$ cat config.mk
export PLATFORM = sky130hd
export DESIGN_NAME = sliding_window_maximum
export DESIGN_NICKNAME = d
export VERILOG_FILES = /design/src/hdl/swm_pkg.sv /design/src/hdl/swm_cell.sv /design/src/hdl/swm_chain.sv /design/src/hdl/sliding_window_maximum.sv
export SDC_FILE = /design/constraint.sdc
export NUM_CORES = 2
export LEC_CHECK = 0
export BUFFER_PORTS_ARGS = -buffer_cell sky130_fd_sc_hd__buf_2
export CAP_MARGIN = 20
export CELL_PAD_IN_SITES_DETAIL_PLACEMENT = 1
export CELL_PAD_IN_SITES_GLOBAL_PLACEMENT = 2
export CORE_MARGIN = 5
export CORE_UTILIZATION = 41
export CTS_CLUSTER_SIZE = 8
export DETAILED_ROUTE_END_ITERATION = 12
export PLACE_DENSITY_LB_ADDON = 0.1
export SYNTH_ARGS = -nofsm -noshare
export SYNTH_HDL_FRONTEND = slang
export SYNTH_SLANG_ARGS = --single-unit
$ cat constraint.sdc
create_clock -name clock -period 41.7 [get_ports clock]
set_input_delay 8.34 -clock clock [delete_from_list [all_inputs] [get_ports clock]]
set_output_delay 8.34 -clock clock [all_outputs]
set_load 0.005 [all_outputs]
$ cat src/hdl/swm_pkg.sv
package swm_pkg;

   localparam int WSIZE_BITS = 7;
   localparam int CSR_DATA_BITS = 32;
   localparam int CSR_ADDR_BITS = 3;

   localparam logic [WSIZE_BITS-1:0] WSIZE_RESET = 7'd1;

   localparam logic REG_WINDOW_SIZE = 1'b0;

endpackage

$ cat src/hdl/swm_cell.sv
module swm_cell #(
   parameter int SAMPLE_BITS = 16
) (
   input  logic                          clock,
   input  logic                          advance,
   input  logic                          head,
   input  logic signed [SAMPLE_BITS-1:0] sample,
   input  logic signed [SAMPLE_BITS-1:0] prev_max,
   output logic signed [SAMPLE_BITS-1:0] max_in,
   output logic signed [SAMPLE_BITS-1:0] max_ff
);

   always_comb begin
      if (head) begin
         max_in = sample;
      end else if (prev_max > sample) begin
         max_in = prev_max;
      end else begin
         max_in = sample;
      end
   end

   always_ff @(posedge clock) begin
      if (advance) begin
         max_ff <= max_in;
      end
   end

endmodule

$ cat src/hdl/swm_chain.sv
module swm_chain #(
   parameter int WINDOW_MAX  = 64,
   parameter int SAMPLE_BITS = 16,
   parameter int IDX_BITS    = 6
) (
   input  logic                          clock,
   input  logic                          advance,
   input  logic [IDX_BITS-1:0]           start,
   input  logic signed [SAMPLE_BITS-1:0] sample,
   output logic signed [SAMPLE_BITS-1:0] window_max
);

   logic signed [SAMPLE_BITS-1:0] cell_max_ff [WINDOW_MAX];
   logic signed [SAMPLE_BITS-1:0] cell_max_in [WINDOW_MAX];

   genvar i;
   generate
      for (i = 0; i < WINDOW_MAX; i++) begin : g_cell
         logic signed [SAMPLE_BITS-1:0] prev_max;
         logic                          head;

         if (i == 0) begin : g_first
            assign prev_max = sample;
         end else begin : g_rest
            assign prev_max = cell_max_ff[i-1];
         end

         assign head = (start == IDX_BITS'(i));

         swm_cell #(
            .SAMPLE_BITS(SAMPLE_BITS)
         ) u_cell (
            .clock   (clock),
            .advance (advance),
            .head    (head),
            .sample  (sample),
            .prev_max(prev_max),
            .max_in  (cell_max_in[i]),
            .max_ff  (cell_max_ff[i])
         );
      end
   endgenerate

   assign window_max = cell_max_in[WINDOW_MAX-1];

endmodule

$ cat src/hdl/sliding_window_maximum.sv
// Sliding window maximum over a stream of signed samples.
// Input channel req_*: one sample per transaction in req_tdata, req_tuser set
// on the first sample of a sequence (restarts the window).
// Result channel rsp_*: one window maximum per input transaction once the
// current sequence holds window_size samples; earlier samples give nothing.
// Configuration: APB-style csr_* port, register window_size at address 0
// (0 acts as 1, values above WINDOW_MAX act as WINDOW_MAX). A write also
// restarts the sequence. Write only while no transaction is in flight.
// Throughput: one sample per cycle. Every sample enters a row of WINDOW_MAX
// max cells; cell j keeps the maximum of the samples since the window start
// cell, so the last cell yields the window maximum in the accept cycle.
// Latency: the result is registered, valid the cycle after acceptance.
// Stall: while a result waits and rsp_tready is low, req_tready is low.
// Reset: synchronous, active high; window_size returns to 1, sequence empty.
module sliding_window_maximum #(
   parameter int WINDOW_MAX  = 64,
   parameter int SAMPLE_BITS = 16
) (
   input  logic                                    clock,
   input  logic                                    reset,
   // sample
   input  logic [((SAMPLE_BITS+7)/8)*8-1:0]        req_tdata,
   // first_of_sequence
   input  logic                                    req_tuser,
   input  logic                                    req_tvalid,
   output logic                                    req_tready,
   // window_max
   output logic [((SAMPLE_BITS+7)/8)*8-1:0]        rsp_tdata,
   output logic                                    rsp_tvalid,
   input  logic                                    rsp_tready,
   input  logic                                    csr_psel,
   input  logic                                    csr_penable,
   input  logic                                    csr_pwrite,
   input  logic [swm_pkg::CSR_ADDR_BITS-1:0]       csr_paddr,
   input  logic [swm_pkg::CSR_DATA_BITS-1:0]       csr_pwdata,
   output logic [swm_pkg::CSR_DATA_BITS-1:0]       csr_prdata,
   output logic                                    csr_pready
);

   import swm_pkg::*;

   localparam int TDATA_BITS = ((SAMPLE_BITS + 7) / 8) * 8;
   localparam int LEN_BITS   = $clog2(WINDOW_MAX + 1);
   localparam int IDX_BITS   = (WINDOW_MAX > 1) ? $clog2(WINDOW_MAX) : 1;
   localparam int CMP_BITS   = (LEN_BITS > WSIZE_BITS) ? LEN_BITS : WSIZE_BITS;

   logic [WSIZE_BITS-1:0]         window_size_ff, window_size_in;
   logic [LEN_BITS-1:0]           win_len_ff, win_len_in;
   logic [IDX_BITS-1:0]           start_ff, start_in;
   logic [LEN_BITS-1:0]           fill_ff, fill_in;
   logic                          rsp_valid_ff, rsp_valid_in;
   logic signed [SAMPLE_BITS-1:0] rsp_max_ff, rsp_max_in;

   logic                          csr_write;
   logic                          req_accept;
   logic [WSIZE_BITS-1:0]         wsize_new;
   logic [CMP_BITS-1:0]           len_wide;
   logic [LEN_BITS-1:0]           fill_base;
   logic signed [SAMPLE_BITS-1:0] sample;
   logic signed [SAMPLE_BITS-1:0] window_max;

   assign csr_pready = 1'b1;
   assign csr_write  = csr_psel && csr_penable && csr_pwrite && csr_pready;
   assign csr_prdata = (csr_paddr[2] == REG_WINDOW_SIZE) ?
                       CSR_DATA_BITS'(window_size_ff) : '0;

   assign req_tready = !rsp_valid_ff || rsp_tready;
   assign req_accept = req_tvalid && req_tready;
   assign sample     = $signed(req_tdata[SAMPLE_BITS-1:0]);

   assign rsp_tvalid = rsp_valid_ff;
   assign rsp_tdata  = TDATA_BITS'($unsigned(rsp_max_ff));

   always_comb begin
      wsize_new = csr_pwdata[WSIZE_BITS-1:0];
      if (wsize_new == '0) begin
         len_wide = CMP_BITS'(1);
      end else if (CMP_BITS'(wsize_new) > CMP_BITS'(WINDOW_MAX)) begin
         len_wide = CMP_BITS'(WINDOW_MAX);
      end else begin
         len_wide = CMP_BITS'(wsize_new);
      end
   end

   always_comb begin
      window_size_in = window_size_ff;
      win_len_in     = win_len_ff;
      start_in       = start_ff;
      fill_in        = fill_ff;
      rsp_valid_in   = rsp_valid_ff;
      rsp_max_in     = rsp_max_ff;
      fill_base      = req_tuser ? '0 : fill_ff;

      if (csr_write && csr_paddr[2] == REG_WINDOW_SIZE) begin
         window_size_in = wsize_new;
         win_len_in     = LEN_BITS'(len_wide);
         start_in       = IDX_BITS'(CMP_BITS'(WINDOW_MAX) - len_wide);
         fill_in        = '0;
      end

      if (rsp_tready) begin
         rsp_valid_in = 1'b0;
      end

      if (req_accept) begin
         if (fill_base < win_len_ff) begin
            fill_in = fill_base + LEN_BITS'(1);
         end else begin
            fill_in = fill_base;
         end
         if (fill_in == win_len_ff) begin
            rsp_valid_in = 1'b1;
            rsp_max_in   = window_max;
         end
      end
   end

   always_ff @(posedge clock) begin
      if (reset) begin
         window_size_ff <= WSIZE_RESET;
         win_len_ff     <= LEN_BITS'(1);
         start_ff       <= IDX_BITS'(WINDOW_MAX - 1);
         fill_ff        <= '0;
         rsp_valid_ff   <= 1'b0;
      end else begin
         window_size_ff <= window_size_in;
         win_len_ff     <= win_len_in;
         start_ff       <= start_in;
         fill_ff        <= fill_in;
         rsp_valid_ff   <= rsp_valid_in;
      end
   end

   always_ff @(posedge clock) begin
      rsp_max_ff <= rsp_max_in;
   end

   swm_chain #(
      .WINDOW_MAX (WINDOW_MAX),
      .SAMPLE_BITS(SAMPLE_BITS),
      .IDX_BITS   (IDX_BITS)
   ) u_chain (
      .clock     (clock),
      .advance   (req_accept),
      .start     (start_ff),
      .sample    (sample),
      .window_max(window_max)
   );

endmodule
==> impl_metrics.env <==
export IMPL_synth_flop_cell="edfxtp_1"
export IMPL_wl_per_cell_um=28.0
export IMPL_clock_skew_ns=0.0258
export IMPL_num_fill_cells=18500
export IMPL_setup_viol=0
export IMPL_path_cells="buf_2 > nor2b_1 > buf_2"
export IMPL_vias=53900
export IMPL_syn_cell_area_um2=73800
export IMPL_rsz0062_at_grt="false"
export IMPL_hp_class="flop to flop"
export IMPL_fin_cells=8651
export IMPL_post_cts_buffers=0
export IMPL_power_frac_clock_pct=27.9
export IMPL_cts_tree="built"
export IMPL_post_cts_resize_count=0
export IMPL_dp_cells=8432
export IMPL_outcome="complete, no violations"
export IMPL_final_common_cell="edfxtp_1"
export IMPL_synth_seq_cells=1051
export IMPL_crit_required_ns=33.36
export IMPL_maxSlewHeadroom_pct=21.5
export IMPL_switching_share_pct=32.7
export IMPL_worst_pin_slew_ns=1.17
export IMPL_holdWs_ns=0.458
export IMPL_slew_viol_final=0
export IMPL_pwr_share_comb_pct=32.4
export IMPL_min_from="window_size_ff[4]"
export IMPL_final_seq_area_um2=31300
export IMPL_finalSetupTns_ns=0
export IMPL_remaining_drc_errors=0
export IMPL_synth_edf_count=1024
export IMPL_clock_sinks=1051
export IMPL_dp_hpwl_um=159000
export IMPL_fin_area_um2=81000
export IMPL_h_tree_depth=4
export IMPL_dieWidth_um=434
export IMPL_end_kind="primary output"
export IMPL_pwr_share_seq_pct=39.7
export IMPL_cp_slowest_cell="buf_2"
export IMPL_r2r_setup_slack_ns=36.48
export IMPL_routed_wl_um=243000
export IMPL_leakage_nw=31.4
export IMPL_gp_congestion=0.819
export IMPL_fin_crit_ns=17.07
export IMPL_critPathKind="input pin to primary output"
export IMPL_r2r_start="rsp_tvalid"
export IMPL_place_area_um2=76700
export IMPL_cts_root_buf="clkbuf_16"
export IMPL_drive_above_1_share_pct=20.8
export IMPL_fmax_mhz=58.6
export IMPL_netSwitchingPower_mw=1.34
export IMPL_power_density_nw_per_um2=50.6
export IMPL_grt_max_degree=182
export IMPL_finalCritPeriodShare_pct=40.9
export IMPL_drt_pass1_iter_count=7
export IMPL_antenna_found_initial=8
export IMPL_ys_warn_count=0
export IMPL_ctsHoldBuffers=0
export IMPL_cap_violations=0
export IMPL_max_clock_path_buffers=3
export IMPL_design_core_area_um2=179000
export IMPL_ys_seq_area_share_pct=42.4
export IMPL_avgViaCountPerCell=6.23
export IMPL_drt_iter0_drc=3874
export IMPL_multiInputGateArea_um2=40400
export IMPL_holdPathEnd="window_size_ff[4]"
export IMPL_dieHeight_um=434
export IMPL_grt_pass1_wl_um=361000
export IMPL_critPathBufInv=2
export IMPL_ant_nets=0
export IMPL_grt_total_usage_pct=25.3
export IMPL_netlist_instances=6264
export IMPL_io_pins=110
export IMPL_first_global_vias=56000
export IMPL_global_route_overflow_total=0
export IMPL_max_stage_delay_ns=0.15
export IMPL_insertion_delay_ns=0.79
export IMPL_ys_async_sr_fraction_pct=0
export IMPL_final_hold_violation_count=0
export IMPL_cp_start_kind="input pin"
export IMPL_area_growth_pct=9.82
export IMPL_p_int_mw=2.76
export IMPL_final_cell_mix="1024 x edfxtp_1, 1014 x ha_1, 674 x mux2_2, 270 x nor2_1, 268 x nand2_1"
export IMPL_path_max_fanout=9
export IMPL_path_common_cell="buf_2"
export IMPL_dieArea_um2=188000
export IMPL_clkSlewWorstSetupHoldPaths_ns=0.05
export IMPL_initial_core_util_pct=41.3
export IMPL_cp_top_family="buffers and inverters"
export IMPL_reg2reg_to="u_chain.g_cell[45].u_cell.max_ff[11]"
export IMPL_hold_depth=2
export IMPL_numCtsBuffers=152
export IMPL_portBuffers=56
export IMPL_nNetsFinal=7315
export IMPL_ir_drop_mv=0.0375
export IMPL_arrival_ns=8.73
export IMPL_rows=155
export IMPL_r2r_cells=6
export IMPL_synth_cell_types=91
export IMPL_syn_avg_cell_area_um2=11.8
==> cell type report <==
class	count	share of cell area [%]
diodes	5	0.0154
repair buffers	201	1.90
flip-flops and latches	1051	38.6
well taps	2355	3.64
inverters	168	0.865
clock buffers	183	4.87
multi-input cells	4668	49.8
clock inverters	20	0.280
==> cell usage after synthesis (45+ instances only) <==
cell type | n | area share (%)
edfxtp_1 | 1024 | 42
ha_1 | 1014 | 17
mux2_2 | 674 | 10
clkbuf_1 | 275 | 1.4
nor2_1 | 274 | 1.4
a21oi_1 | 273 | 1.9
nand2_1 | 268 | 1.4
a21o_1 | 234 | 2.4
nand4_1 | 217 | 1.8
nand3_1 | 163 | 1.1
inv_1 | 152 | 0.77
a211oi_1 | 128 | 1.3
nor2b_1 | 126 | 1.1
o21ai_0 | 120 | 0.81
a311oi_1 | 97 | 1.2
o311ai_0 | 96 | 1.1
o21a_1 | 87 | 0.89
or2_2 | 72 | 0.61
buf_2 | 70 | 0.47
mux2_1 | 65 | 0.99
o22a_1 | 64 | 0.76
nor3_1 | 60 | 0.41
o221a_2 | 54 | 0.82
buf_4 | 45 | 0.46
==> routing by layer <==
layer / up-vias / track usage [%] / share of wire [%]
met1: 27600 / 35.6 / 47
met4: 2 / 7.85 / 3.2
met5: - / 0 / 0.0045
li1: 24800 / - / -
met2: 1152 / 40.5 / 45
met3: 368 / 3.29 / 4.1
==> power by group through the flow <==
stage | combinational [mW] | sequential (mW) | clock (mW)
6_report | 1.33 | 1.63 | 1.14
5_1_grt | 1.47 | 1.64 | 1.22
4_1_cts | 1.32 | 1.62 | 1.17
3_5_place_dp | 1.31 | 1.64 | 0
3_3_place_gp | 1.26 | 1.64 | 0
2_1_floorplan | 1.01 | 1.65 | 0
==> kinds of logic (layout without fill, tap and decap cells) <==
| logic type | after synthesis | in the layout | share of synthesized area, % |
|---|---|---|---|
| AO/OA/AOI/OAI | 1471 | 1471 | 15.0 |
| other | 2 | 31 | 0.0102 |
| adder cells (fa/ha/maj) | 1014 | 1014 | 17.2 |
| XOR/XNOR | 10 | 10 | 0.119 |
| flip-flops | 1051 | 1051 | 42.4 |
| buffers and inverters | 569 | 572 | 3.32 |
| multiplexers | 815 | 815 | 12.6 |
| AND/OR/NAND/NOR | 1332 | 1332 | 9.39 |
==> through the flow <==
stage,util [%],power (mW),setup slack [ns]
global placement,42.9,2.90,24.63
detailed placement,42.9,2.95,24.63
global route,45.3,4.33,24.57
finish,45.4,4.10,24.63
CTS,45.3,4.12,24.62
floorplan,-,2.67,1.78
==> flip-flops by register name (all words and copies together) (netlist names) <==
| name | cells |
|---|---|
| rsp_tvalid | 1 |
| start_ff | 5 |
| fill_ff | 7 |
| u_chain.g_cell.u_cell.max_ff | 1008 |
| win_len_ff | 7 |
| rsp_tdata | 16 |
| window_size_ff | 7 |
==> worst max path at each step <==
stage                       from       endpoint  cells past startpoint
floorplan             rsp_tready     fill_ff[0]                      7
global placement    csr_paddr[2]  csr_prdata[5]                      3
detailed placement  csr_paddr[2]  csr_prdata[5]                      3
CTS                 csr_paddr[2]  csr_prdata[5]                      3
global route        csr_paddr[2]  csr_prdata[3]                      3
finish              csr_paddr[2]  csr_prdata[5]                      3
==> worst register-to-register path, stage by stage (launching register included) <==
cell	delay (ns)
dfxtp_1	0.31
nand2b_1	0.09
and2_4	0.72
buf_4	0.87
buf_4	0.85
buf_4	0.90
buf_4	0.97
Power figures use the tool's default switching activity.
